File: src/rtl/core/cubic_bezier_flattener_macros.svh
// assertion macros shared by the cubic bezier flattener rtl
`ifndef CUBIC_BEZIER_FLATTENER_MACROS_SVH
`define CUBIC_BEZIER_FLATTENER_MACROS_SVH

// same-cycle implication, checked on every rising edge out of reset
`define CBF_ASSERT_IMP(label, ante, cons, msg) \
  label: assert property (@(posedge clk_i) disable iff (!rst_ni) (ante) |-> (cons)) \
    else $error(msg);

// next-cycle implication
`define CBF_ASSERT_NEXT(label, ante, cons, msg) \
  label: assert property (@(posedge clk_i) disable iff (!rst_ni) (ante) |=> (cons)) \
    else $error(msg);

`endif

File: src/rtl/core/cbf_pkg.sv
// shared types, constants and helpers for the cubic bezier flattener
`timescale 1ns / 1ps
`default_nettype none

package cbf_pkg;

  localparam int MAX_DEPTH = 6;
  localparam int COORD_W   = 32;
  localparam int DIFF_W    = COORD_W + 1;
  localparam int DIST_W    = COORD_W + 2;
  localparam int FRAC_W    = 16;
  localparam int WHOLE_W   = DIST_W + 1 - FRAC_W;
  localparam int DEPTH_W   = $clog2(MAX_DEPTH + 1);
  localparam int CNT_W     = $clog2(MAX_DEPTH + 1);
  localparam int IDX_W     = (MAX_DEPTH > 1) ? $clog2(MAX_DEPTH) : 1;
  localparam int LG_W      = $clog2(WHOLE_W) + 1;
  localparam logic [FRAC_W-1:0] ROUND_ADD = {FRAC_W{1'b1}};

  typedef logic signed [COORD_W-1:0] coord_t;

  typedef struct packed {
    coord_t p0_x;
    coord_t p0_y;
    coord_t p1_x;
    coord_t p1_y;
    coord_t p2_x;
    coord_t p2_y;
    coord_t p3_x;
    coord_t p3_y;
  } in_item_t;

  typedef struct packed {
    coord_t point_x;
    coord_t point_y;
    logic   last_point;
  } out_item_t;

  typedef struct packed {
    coord_t [3:0]       x;
    coord_t [3:0]       y;
    logic [DEPTH_W-1:0] depth;
  } seg_t;

  typedef enum logic [3:0] {
    OP_NONE,
    OP_LOAD,
    OP_MID,
    OP_DIFF,
    OP_ABS,
    OP_OCTA,
    OP_MAX,
    OP_ROUND,
    OP_DEPTH,
    OP_SPLIT_A,
    OP_SPLIT_B,
    OP_EMIT
  } op_e;

  typedef struct packed {
    op_e op;
  } cmd_t;

  typedef struct packed {
    logic leaf;
    logic stack_empty;
    logic out_free;
  } status_t;

  // floor of the mean, sum kept at full width
  function automatic coord_t avg2(input coord_t a, input coord_t b);
    logic signed [COORD_W:0] s;
    s = {a[COORD_W-1], a} + {b[COORD_W-1], b};
    return s[COORD_W:1];
  endfunction

  // larger axis term plus half the smaller
  function automatic logic [DIST_W-1:0] octa(input logic [DIFF_W-1:0] a,
                                             input logic [DIFF_W-1:0] b);
    logic [DIST_W-1:0] r;
    if (a > b) begin
      r = {1'b0, a} + {2'b00, b[DIFF_W-1:1]};
    end else begin
      r = {1'b0, b} + {2'b00, a[DIFF_W-1:1]};
    end
    return r;
  endfunction

  // floor(log2)/2 + 1, capped; zero and one both count as log 0
  function automatic logic [DEPTH_W-1:0] depth_of(input logic [WHOLE_W-1:0] whole);
    logic [LG_W-1:0] lg;
    logic [LG_W-1:0] cnt;
    lg = '0;
    for (int i = 1; i < WHOLE_W; i++) begin
      if (whole[i]) begin
        lg = LG_W'(i);
      end
    end
    cnt = (lg >> 1) + LG_W'(1);
    if (cnt > LG_W'(MAX_DEPTH)) begin
      cnt = LG_W'(MAX_DEPTH);
    end
    return cnt[DEPTH_W-1:0];
  endfunction

endpackage

`default_nettype wire

File: src/rtl/core/cubic_bezier_flattener.sv
// top level of the cubic bezier flattener: controller plus datapath
//
//   channel | direction | handshake               | payload
//   --------+-----------+-------------------------+-------------------------------
//   in      | in        | in_valid_i/in_stall_o   | in_data_i: four 16.16 points
//   out     | out       | out_valid_o/out_stall_i | out_data_o: vertex, last flag
//
// one curve at a time: an input transfer, the estimate steps (midpoint, difference,
// magnitude, octagonal distance, maximum, rounding, depth), then a split pass per
// split and an emit per vertex, plus any time the output spends stalled
// the split is a pass through two banks of averagers, and vertices leave through
// a single output register, which holds its vertex while the output is stalled
// the last vertex may still wait in the output register while the next curve
// is taken in; no clearing pass after reset, the segment stack is always
// written before it is read
`timescale 1ns / 1ps
`default_nettype none

module cubic_bezier_flattener (
  input  wire                     logic clk_i,
  input  wire                     logic rst_ni,
  input  wire                     logic in_valid_i,
  output logic                    in_stall_o,
  input  wire cbf_pkg::in_item_t  in_data_i,
  output logic                    out_valid_o,
  input  wire                     logic out_stall_i,
  output cbf_pkg::out_item_t      out_data_o
);

  // command and status between the two halves
  cbf_pkg::cmd_t    cmd;
  cbf_pkg::status_t status;

  // sequencer: input transfer, estimate steps, depth-first walk
  cbf_ctrl u_ctrl (
    .clk_i      (clk_i),
    .rst_ni     (rst_ni),
    .in_valid_i (in_valid_i),
    .in_stall_o (in_stall_o),
    .status_i   (status),
    .cmd_o      (cmd)
  );

  // arithmetic, segment stack and the output register
  cbf_datapath u_datapath (
    .clk_i       (clk_i),
    .rst_ni      (rst_ni),
    .cmd_i       (cmd),
    .status_o    (status),
    .in_data_i   (in_data_i),
    .out_valid_o (out_valid_o),
    .out_stall_i (out_stall_i),
    .out_data_o  (out_data_o)
  );

endmodule

`default_nettype wire

File: src/rtl/core/cbf_datapath.sv
// datapath: flatness estimate, de casteljau split, segment stack and output register
`timescale 1ns / 1ps
`default_nettype none

module cbf_datapath (
  input  wire                     logic clk_i,
  input  wire                     logic rst_ni,
  input  wire cbf_pkg::cmd_t      cmd_i,
  output cbf_pkg::status_t        status_o,
  input  wire cbf_pkg::in_item_t  in_data_i,
  output logic                    out_valid_o,
  input  wire                     logic out_stall_i,
  output cbf_pkg::out_item_t      out_data_o
);

`include "cubic_bezier_flattener_macros.svh"

  cbf_pkg::seg_t                      cur_q;
  cbf_pkg::seg_t                      stack_q [cbf_pkg::MAX_DEPTH];
  logic [cbf_pkg::CNT_W-1:0]          cnt_q;
  logic [cbf_pkg::DEPTH_W-1:0]        target_q;
  logic                               out_valid_q;
  cbf_pkg::out_item_t                 out_q;

  // estimate pipeline registers
  cbf_pkg::coord_t                    mid_x_q, mid_y_q;
  logic signed [cbf_pkg::DIFF_W-1:0]  dif_q [4];
  logic [cbf_pkg::DIFF_W-1:0]         mag_q [4];
  logic [cbf_pkg::DIST_W-1:0]         oct_q [2];
  logic [cbf_pkg::DIST_W-1:0]         dmax_q;
  logic [cbf_pkg::WHOLE_W-1:0]        whole_q;

  // first split level
  cbf_pkg::coord_t                    l1x_q [3];
  cbf_pkg::coord_t                    l1y_q [3];

  logic [cbf_pkg::CNT_W-1:0]          cnt_dec;
  logic [cbf_pkg::IDX_W-1:0]          push_idx, pop_idx;
  logic [cbf_pkg::DIST_W:0]           round_sum;
  logic                               out_free;
  cbf_pkg::coord_t                    a012x, a123x, midx, a012y, a123y, midy;

  assign cnt_dec   = cnt_q - cbf_pkg::CNT_W'(1);
  assign push_idx  = cnt_q[cbf_pkg::IDX_W-1:0];
  assign pop_idx   = cnt_dec[cbf_pkg::IDX_W-1:0];
  assign round_sum = {1'b0, dmax_q} + (cbf_pkg::DIST_W + 1)'(cbf_pkg::ROUND_ADD);
  assign out_free  = !out_valid_q || !out_stall_i;

  assign a012x = cbf_pkg::avg2(l1x_q[0], l1x_q[1]);
  assign a123x = cbf_pkg::avg2(l1x_q[1], l1x_q[2]);
  assign midx  = cbf_pkg::avg2(a012x, a123x);
  assign a012y = cbf_pkg::avg2(l1y_q[0], l1y_q[1]);
  assign a123y = cbf_pkg::avg2(l1y_q[1], l1y_q[2]);
  assign midy  = cbf_pkg::avg2(a012y, a123y);

  assign status_o.leaf        = (cur_q.depth >= target_q);
  assign status_o.stack_empty = (cnt_q == '0);
  assign status_o.out_free    = out_free;

  assign out_valid_o = out_valid_q;
  assign out_data_o  = out_q;

  // control state
  always_ff @(posedge clk_i or negedge rst_ni) begin
    if (!rst_ni) begin
      cnt_q       <= '0;
      target_q    <= '0;
      out_valid_q <= 1'b0;
    end else begin
      if (out_free) begin
        out_valid_q <= 1'b0;
      end
      case (cmd_i.op)
        cbf_pkg::OP_LOAD:    cnt_q    <= '0;
        cbf_pkg::OP_DEPTH:   target_q <= cbf_pkg::depth_of(whole_q);
        cbf_pkg::OP_SPLIT_B: cnt_q    <= cnt_q + cbf_pkg::CNT_W'(1);
        cbf_pkg::OP_EMIT: begin
          out_valid_q <= 1'b1;
          if (cnt_q != '0) begin
            cnt_q <= cnt_dec;
          end
        end
        default: ;
      endcase
    end
  end

  // payload
  always_ff @(posedge clk_i) begin
    case (cmd_i.op)
      cbf_pkg::OP_LOAD: begin
        cur_q.x     <= {in_data_i.p3_x, in_data_i.p2_x, in_data_i.p1_x, in_data_i.p0_x};
        cur_q.y     <= {in_data_i.p3_y, in_data_i.p2_y, in_data_i.p1_y, in_data_i.p0_y};
        cur_q.depth <= '0;
      end
      cbf_pkg::OP_MID: begin
        mid_x_q <= cbf_pkg::avg2(cur_q.x[0], cur_q.x[3]);
        mid_y_q <= cbf_pkg::avg2(cur_q.y[0], cur_q.y[3]);
      end
      cbf_pkg::OP_DIFF: begin
        dif_q[0] <= {mid_x_q[31], mid_x_q} - {cur_q.x[1][31], cur_q.x[1]};
        dif_q[1] <= {mid_y_q[31], mid_y_q} - {cur_q.y[1][31], cur_q.y[1]};
        dif_q[2] <= {mid_x_q[31], mid_x_q} - {cur_q.x[2][31], cur_q.x[2]};
        dif_q[3] <= {mid_y_q[31], mid_y_q} - {cur_q.y[2][31], cur_q.y[2]};
      end
      cbf_pkg::OP_ABS: begin
        for (int i = 0; i < 4; i++) begin
          mag_q[i] <= dif_q[i][cbf_pkg::DIFF_W-1] ? (~dif_q[i] + cbf_pkg::DIFF_W'(1))
                                                  : dif_q[i];
        end
      end
      cbf_pkg::OP_OCTA: begin
        oct_q[0] <= cbf_pkg::octa(mag_q[0], mag_q[1]);
        oct_q[1] <= cbf_pkg::octa(mag_q[2], mag_q[3]);
      end
      cbf_pkg::OP_MAX:   dmax_q  <= (oct_q[0] > oct_q[1]) ? oct_q[0] : oct_q[1];
      cbf_pkg::OP_ROUND: whole_q <= round_sum[cbf_pkg::DIST_W:cbf_pkg::FRAC_W];
      cbf_pkg::OP_SPLIT_A: begin
        l1x_q[0] <= cbf_pkg::avg2(cur_q.x[0], cur_q.x[1]);
        l1x_q[1] <= cbf_pkg::avg2(cur_q.x[1], cur_q.x[2]);
        l1x_q[2] <= cbf_pkg::avg2(cur_q.x[2], cur_q.x[3]);
        l1y_q[0] <= cbf_pkg::avg2(cur_q.y[0], cur_q.y[1]);
        l1y_q[1] <= cbf_pkg::avg2(cur_q.y[1], cur_q.y[2]);
        l1y_q[2] <= cbf_pkg::avg2(cur_q.y[2], cur_q.y[3]);
      end
      cbf_pkg::OP_SPLIT_B: begin
        // right half waits on the stack, left half carries on
        stack_q[push_idx].x     <= {cur_q.x[3], l1x_q[2], a123x, midx};
        stack_q[push_idx].y     <= {cur_q.y[3], l1y_q[2], a123y, midy};
        stack_q[push_idx].depth <= cur_q.depth + cbf_pkg::DEPTH_W'(1);
        cur_q.x     <= {midx, a012x, l1x_q[0], cur_q.x[0]};
        cur_q.y     <= {midy, a012y, l1y_q[0], cur_q.y[0]};
        cur_q.depth <= cur_q.depth + cbf_pkg::DEPTH_W'(1);
      end
      cbf_pkg::OP_EMIT: begin
        out_q.point_x    <= cur_q.x[3];
        out_q.point_y    <= cur_q.y[3];
        out_q.last_point <= (cnt_q == '0);
        if (cnt_q != '0) begin
          cur_q <= stack_q[pop_idx];
        end
      end
      default: ;
    endcase
  end

  `CBF_ASSERT_IMP(a_push_room, cmd_i.op == cbf_pkg::OP_SPLIT_B, cnt_q < cbf_pkg::CNT_W'(cbf_pkg::MAX_DEPTH), "segment stack overflow")
  `CBF_ASSERT_IMP(a_leaf_depth, cmd_i.op == cbf_pkg::OP_EMIT, cur_q.depth == target_q, "vertex emitted off target depth")
  `CBF_ASSERT_NEXT(a_emit_loads, cmd_i.op == cbf_pkg::OP_EMIT, out_valid_q, "emitted vertex not presented")

endmodule

`default_nettype wire

File: src/rtl/core/cbf_ctrl.sv
// controller: sequences the estimate, the split walk and vertex output
`timescale 1ns / 1ps
`default_nettype none

module cbf_ctrl (
  input  wire                   logic clk_i,
  input  wire                   logic rst_ni,
  input  wire                   logic in_valid_i,
  output logic                  in_stall_o,
  input  wire cbf_pkg::status_t status_i,
  output cbf_pkg::cmd_t         cmd_o
);

`include "cubic_bezier_flattener_macros.svh"

  typedef enum logic [3:0] {
    ST_IDLE,
    ST_MID,
    ST_DIFF,
    ST_ABS,
    ST_OCTA,
    ST_MAX,
    ST_ROUND,
    ST_DEPTH,
    ST_WALK,
    ST_SPLIT
  } state_e;

  state_e state_q, state_d;
  logic   stall_q, stall_d;

  assign in_stall_o = stall_q;

  always_comb begin
    state_d   = state_q;
    stall_d   = stall_q;
    cmd_o.op  = cbf_pkg::OP_NONE;
    case (state_q)
      ST_IDLE: begin
        if (in_valid_i) begin
          cmd_o.op = cbf_pkg::OP_LOAD;
          state_d  = ST_MID;
          stall_d  = 1'b1;
        end
      end
      ST_MID: begin
        cmd_o.op = cbf_pkg::OP_MID;
        state_d  = ST_DIFF;
      end
      ST_DIFF: begin
        cmd_o.op = cbf_pkg::OP_DIFF;
        state_d  = ST_ABS;
      end
      ST_ABS: begin
        cmd_o.op = cbf_pkg::OP_ABS;
        state_d  = ST_OCTA;
      end
      ST_OCTA: begin
        cmd_o.op = cbf_pkg::OP_OCTA;
        state_d  = ST_MAX;
      end
      ST_MAX: begin
        cmd_o.op = cbf_pkg::OP_MAX;
        state_d  = ST_ROUND;
      end
      ST_ROUND: begin
        cmd_o.op = cbf_pkg::OP_ROUND;
        state_d  = ST_DEPTH;
      end
      ST_DEPTH: begin
        cmd_o.op = cbf_pkg::OP_DEPTH;
        state_d  = ST_WALK;
      end
      ST_WALK: begin
        if (!status_i.leaf) begin
          cmd_o.op = cbf_pkg::OP_SPLIT_A;
          state_d  = ST_SPLIT;
        end else if (status_i.out_free) begin
          cmd_o.op = cbf_pkg::OP_EMIT;
          if (status_i.stack_empty) begin
            state_d = ST_IDLE;
            stall_d = 1'b0;
          end
        end
      end
      ST_SPLIT: begin
        cmd_o.op = cbf_pkg::OP_SPLIT_B;
        state_d  = ST_WALK;
      end
      default: begin
        state_d = ST_IDLE;
        stall_d = 1'b0;
      end
    endcase
  end

  always_ff @(posedge clk_i or negedge rst_ni) begin
    if (!rst_ni) begin
      state_q <= ST_IDLE;
      stall_q <= 1'b0;
    end else begin
      state_q <= state_d;
      stall_q <= stall_d;
    end
  end

  `CBF_ASSERT_IMP(a_emit_room, cmd_o.op == cbf_pkg::OP_EMIT, status_i.out_free, "vertex emitted into a full output register")
  `CBF_ASSERT_IMP(a_stall_idle, !stall_q, state_q == ST_IDLE, "input open outside idle")

endmodule

`default_nettype wire
File: config.mk
export PLATFORM = sky130hd
export DESIGN_NAME = cubic_bezier_flattener
export DESIGN_NICKNAME = d
export VERILOG_FILES = /design/src/rtl/core/cbf_pkg.sv /design/src/rtl/core/cubic_bezier_flattener.sv /design/src/rtl/core/cbf_datapath.sv /design/src/rtl/core/cbf_ctrl.sv
export VERILOG_INCLUDE_DIRS = /design/src /design/src/rtl/core
export SDC_FILE = /design/constraint.sdc
export NUM_CORES = 2
export LEC_CHECK = 0
export BUFFER_PORTS_ARGS = -buffer_cell sky130_fd_sc_hd__buf_4
export CORE_MARGIN = 4
export CORE_UTILIZATION = 30
export DETAILED_ROUTE_END_ITERATION = 12
export GPL_TIMING_DRIVEN = 1
export HOLD_SLACK_MARGIN = 0.12
export PLACE_DENSITY_LB_ADDON = 0.05
export SLEW_MARGIN = 30
export SYNTH_ARGS = -nofsm -noshare
export SYNTH_HDL_FRONTEND = slang
export SYNTH_SLANG_ARGS = --single-unit
File: constraint.sdc
create_clock -name clk_i -period 34.2 [get_ports clk_i]
set_clock_uncertainty 0.1 [all_clocks]
set_input_delay 3.42 -clock clk_i [delete_from_list [all_inputs] [get_ports clk_i]]
set_output_delay 3.42 -clock clk_i [all_outputs]
set_load 0.02 [all_outputs]
; Yosys cells after proc, flatten, opt, wreduce, memory -nomap -nowiden
; Memories as Yosys holds them, arrays and structs flattened.
; Cells that the tools add are included.
[word_totals]
register_bits = 453
ram_bits = 2078
inputBits = 260
output_inout_bits = 67
word_cells = 170
n_memories = 6
[op_classes]
n_addsub = 31
order_cmp = 5
eq_ne = 27
n_mux = 59
bitwise_logic = 6
reduce_logical = 15
[mem_list]
columns = memory, depth, word_bits, read_ports, rd_clocked_by_memory_dff, write_ports, line
row1 = u_datapath.stack_q, 6, 259, 1, 0, 1, cbf_datapath.sv:19  ; cbf_pkg::seg_t stack_q [cbf_pkg::MAX_DEPTH];
row2 = u_datapath.dif_q, 4, 33, 4, 0, 4, cbf_datapath.sv:27  ; logic signed [cbf_pkg::DIFF_W-1:0] dif_q [4];
row3 = u_datapath.mag_q, 4, 33, 4, 0, 4, cbf_datapath.sv:28  ; logic [cbf_pkg::DIFF_W-1:0] mag_q [4];
row4 = u_datapath.l1x_q, 3, 32, 3, 0, 3, cbf_datapath.sv:34  ; cbf_pkg::coord_t l1x_q [3];
row5 = u_datapath.l1y_q, 3, 32, 3, 0, 3, cbf_datapath.sv:35  ; cbf_pkg::coord_t l1y_q [3];
row6 = u_datapath.oct_q, 2, 34, 2, 0, 2, cbf_datapath.sv:29  ; logic [cbf_pkg::DIST_W-1:0] oct_q [2];
[op_table]
columns = cell, count
row1 = case mux 259 bit (3 select lines), 1
row2 = adder 32 x 32 -> 33 bit, 14
row3 = 2-to-1 mux 259 bit, 1
row4 = 2-to-1 mux 34 bit, 5
row5 = adder 33 x 32 -> 34 bit, 4
row6 = "adder 33 x 2 -> 33 bit, second input constant", 4
row7 = 2-to-1 mux 33 bit, 4
row8 = inverter 33 bit, 4
row9 = subtractor 32 x 32 -> 33 bit, 4
row10 = > comparator 33 bit, 2
row11 = 2-to-1 mux 4 bit, 14
row12 = case mux 4 bit (10 select lines), 1
row13 = case mux 4 bit (9 select lines), 1
row14 = "adder 34 x 16 -> 35 bit, second input constant", 1
row15 = > comparator 34 bit, 1
row16 = "== test 4 x 3 -> 1 bit, second input constant", 8
row17 = "== test 4 bit, second input constant", 6
row18 = 2-to-1 mux 1 bit, 18
row19 = 2-to-1 mux 3 bit, 6
row20 = "== test 4 x 2 -> 1 bit, second input constant", 4
row21 = 2-to-1 mux 5 bit, 3
row22 = case mux 3 bit (3 select lines), 1
row23 = "== test 4 x 1 -> 1 bit, second input constant", 2
row24 = OR reduction 8 bit, 1
row25 = other kinds (23), 33

; Depth between registers and ports, before layout
[logic_depth]
depth_word = 22
depth_mapped = 24
ltp_nobuf = 24

; Hierarchy
; Synthesis repeated with hierarchy kept, for this count alone.
[hier_totals]
cells_unflattened = 9881
hier_area_um2 = 130503.9
[by_module_without_submodules]
columns = mod, n_inst, cells_each, area_each_um2, seq_area_each_um2
row1 = cbf_datapath, 1, 9845, 130196.1, 75757.7
row2 = cbf_ctrl, 1, 36, 307.8, 125.1

; Worst setup path after synthesis
; Ideal clock, no wire load.
[synth_timing]
path_kind = flip-flop to flip-flop
startpoint = register u_datapath.cnt_q[0] (netlist name)
endpoint = memory u_datapath.stack_q[0][0] (netlist name), enable pin
setup_time_ps = 1511
arrival_ps = 25774
required_ps = 32589
slack_ps = 6815
path_stages_with_launch = 6
path_buffers = 4
path_cell_list = dfrtp_1 clkbuf_1 clkbuf_1 buf_2 clkbuf_1 nor4_1
[synth_lines]
columns = item, line
row1 = "start, declared", cbf_datapath.sv:20  ; logic [cbf_pkg::CNT_W-1:0] cnt_q;
row2 = "start signal, assigned", cbf_datapath.sv:76  ; cbf_pkg::OP_SPLIT_B: cnt_q <= cnt_q + cbf_pkg::CNT_W'(1);
row3 = "start signal, assigned", cbf_datapath.sv:80  ; cnt_q <= cnt_dec;
row4 = "end, declared", cbf_datapath.sv:19
; Straight into the memory's write port.

==> results.yml <==
run_status:
  status: "complete, no violations"
layout:
  mostFrequentLayoutCells: "edfxtp_1 (2517), ha_1 (802), a21oi_1 (598)"
  layout.cells.non_filler: 16340
  nFillCells: 42290
  mostFrequentLayoutCell: "edfxtp_1"
  final_nets: 11430
  area_growth_pct: 15.60
  final_layout_size_suffix_gt1_frac: 0.1266
clock_tree:
  insertion_delay_ns: 0.94
  clockBufferDepth: 4
  post_cts_buffers: 0
  cts.sinks: 2529
  clkTransAtPathRegs_ns: 0.05
  cts-resized-gates: 0
  cts_tree: "done"
  numCtsBuffers: 314
  clockRootBuffer: "clkbuf_16"
  htree_levels: 5
  postCtsHoldBufs: 0
logic_synthesis:
  syn_avg_cell_area_um2: 13.29
  synth_edf_count: 2517
  ys_seq_elements: 2529
  synthFlopType: "edfxtp_1"
  synthCells: 9833
  yosysTopAreaCell: "edfxtp_1"
  synth_top_area_share: 0.5786
  syn_nets: 10920
  synthArstFlopShare: 0.004745
  synth_cell_types: 86
  yosysWarnings: 0
  synth_area_um2: 130600
  ys_seq_area_frac: 0.5809
  synthTopCellsByArea: "edfxtp_1 (58%), ha_1 (7.7%), mux4_2 (4.5%)"
min_path:
  worstHoldEndpoint: "u_datapath.mag_q[1][0]"
  min_path_cells: 0
  hp-start: "u_datapath.dif_q[1][0]"
  hold_class: "reg -> reg"
critical_path:
  crit_path_max_fanout: 8
  crit_chain: "and2_1, fa_1, a21o_1, a21oi_1, o21bai_1, a21boi_0, o21ai_0, o211ai_1, a311oi_1, a221oi_1, o21bai_1, a21oi_1, xnor2_1, ha_1, a21o_1, a21o_1, a21oi_1, o21ai_0, a31oi_1, o21ai_0, a21oi_1, xnor2_1, a221o_1"
  critical_path_class: "reg -> reg"
  reg2reg_from: "u_datapath.l1x_q[0][64]"
  ff2ff_path_depth: 23
  critPathMostFrequentCell: "a21oi_1"
  crit_path_start_kind: "flip-flop"
  crit_slowest_cell: "a221oi_1"
  cp.arrival_ns: 7.76
  required_ns: 34.78
  cp-end-kind: "flip-flop"
  cp_slowest_stage_delay_ns: 0.82
  rrSetupSlack_ns: 27.02
  worstReg2RegEnd: "u_datapath.cur_q[257]"
global_routing:
  grt_usage: 0.2126
  grt_max_degree: 118
  grt_pass1_wl_um: 674400
  grt_pass1_vias: 84500
  grt-ovfl-total: 0
  antenna_found_initial: 56
route:
  dr.pass1.iters: 6
  post_drt_via_cell_ratio: 5.277
  drcViolationCount: 0
  ant_nets: 0
  wl_per_cell_um: 29.83
  drt_first_iter_violations: 7452
  via_count: 86220
  routed_wl_um: 487400
power_and_ir_drop:
  power_mw: 13.64
  p_leak_nw: 54.07
  ir_worst_vdd_mv: 0.1081
  power.density_nw_per_um2: 90.34
die:
  die_x_um: 667.9
  pin_count: 327
  start_util: 0.3009
  num_rows: 242
  core_um2: 434200
  die_y_um: 667.9
  die-area_um2: 446100
placement:
  gp_congestion: 0.8795
  pre_cts_slack_ns: 26.83
  port_buffers: 326
  numPlacedInstances: 15760
  dp_hpwl_um: 353100
sta:
  maxSlewViolCount: 0
  finalSetupTns_ns: 0
  finalSetupViolCount: 0
  finalCritPeriodShare: 0.2100
  worstMarginPinSlew_ns: 1.062
  rsz0062_at_grt: "false"
  fmax_ghz: 0.1392
  period_needed_ns: 7.182
  slew_headroom: 0.2918
  finalHoldViolations: 0
  setup_ws_ns: 27.02
job:
  cap_violations: 0
-- worst max-delay path, delay by kind of cell (launching register included) --
family	cells	cell delay [ns]
AOI/OAI and AO/OA	18	4.95
xor gates and xnor gates	2	0.44
adders and majority gates	2	0.75
DFF	1	0.50
and+or+nand+nor	1	0.20
-- layer usage --
layer,up-vias,GRT usage,share of wire
met4,16,0.03904,0.019
met2,2096,0.3308,0.45
met1,44420,0.3185,0.49
li1,39260,-,-
met3,437,0.02606,0.044
met5,-,0,0.00021
-- final cells by class --
| class | instances | area (um2) | area share |
|---|---|---|---|
| multi-input combinational | 6566 | 52400 | 0.3470 |
| tap | 5734 | 7174 | 0.04751 |
| clock buffer | 390 | 8300 | 0.05496 |
| clock inverter | 178 | 1732 | 0.01147 |
| inverter | 459 | 1735 | 0.01149 |
| timing repair buffer | 474 | 3770 | 0.02496 |
| sequential | 2529 | 75890 | 0.5025 |
| antenna | 8 | 20.02 | 0.0001326 |
-- report_power, final --
group	internal (mW)	switching (mW)	total [mW]
combinational	2.04	3.58	5.62
clock	1.92	1.38	3.30
sequential	4.28	0.453	4.73
total	8.23	5.41	13.6
-- Yosys cell counts (all sizes together) (25+ instances only) --
cell type / count
a21boi: 36
a221o: 187
mux2: 41
nand3: 126
o211ai: 33
and2: 34
nor2: 557
nor2b: 107
xor2: 182
ha: 803
nand4: 69
a21o: 350
nor3: 114
a21oi: 598
nand2: 509
and3: 73
nor4: 26
o21bai: 81
clkbuf: 241
o21ai: 554
a31oi: 54
a211oi: 218
or2: 25
or3: 46
inv: 459
mux4: 259
buf: 38
xnor2: 522
o31ai: 70
or4: 25
a31o: 32
edfxtp: 2517
nand2b: 121
mux2i: 285
o21a: 126
-- worst max path at each step --
stage,depth (start not counted),slack (ns),start,endpoint
6_report,23,27.02,u_datapath.l1x_q[0][64],u_datapath.cur_q[257]
5_1_grt,20,26.62,u_datapath.l1x_q[0][65],u_datapath.cur_q[257]
4_1_cts,23,27.16,u_datapath.l1x_q[0][64],u_datapath.cur_q[257]
3_5_place_dp,7,26.83,out_stall_i,u_datapath.cur_q[36]
3_3_place_gp,7,26.89,out_stall_i,u_datapath.cur_q[67]
2_1_floorplan,5,6.82,u_datapath.cnt_q[0],u_datapath.stack_q[0][0]
-- flip-flops by register name (all words and copies together), names as in the netlist, 3 cells and up --
name                   count
u_datapath.cnt_q           3
u_datapath.mid_y_q        32
u_datapath.l1x_q          96
u_datapath.target_q        3
u_datapath.mag_q         132
u_datapath.dmax_q         34
u_datapath.out_data_o     65
u_datapath.l1y_q          96
u_datapath.whole_q        17
u_ctrl.state_q             4
u_datapath.cur_q         259
u_datapath.dif_q         132
u_datapath.stack_q      1554
u_datapath.oct_q          68
u_datapath.mid_x_q        32
-- kinds of logic (layout without fill, tap and decap cells) --
group,count (synthesis),after routing,synth area share
and+or+nand+nor,1880,1880,0.06831
DFF,2529,2529,0.5809
adders and majority gates,825,825,0.08028
other,0,8,0
AOI/OAI and AO/OA,2572,2572,0.1321
muxes,585,585,0.07002
xor gates and xnor gates,704,704,0.04726
buffers and inverters,738,1501,0.02121
-- stage by stage --
stage | utilization | hold slack [ns] | cell area (um2)
3_3_place_gp | 0.3239 | 0.4031 | 140600
4_1_cts | 0.3475 | 0.3970 | 150900
2_1_floorplan | - | 0.3264 | 130600
6_report | 0.3478 | 0.3985 | 151000
5_1_grt | 0.3478 | 0.4114 | 151000
3_5_place_dp | 0.3244 | 0.3850 | 140800
No activity file was read; power rests on OpenSTA's default activity.
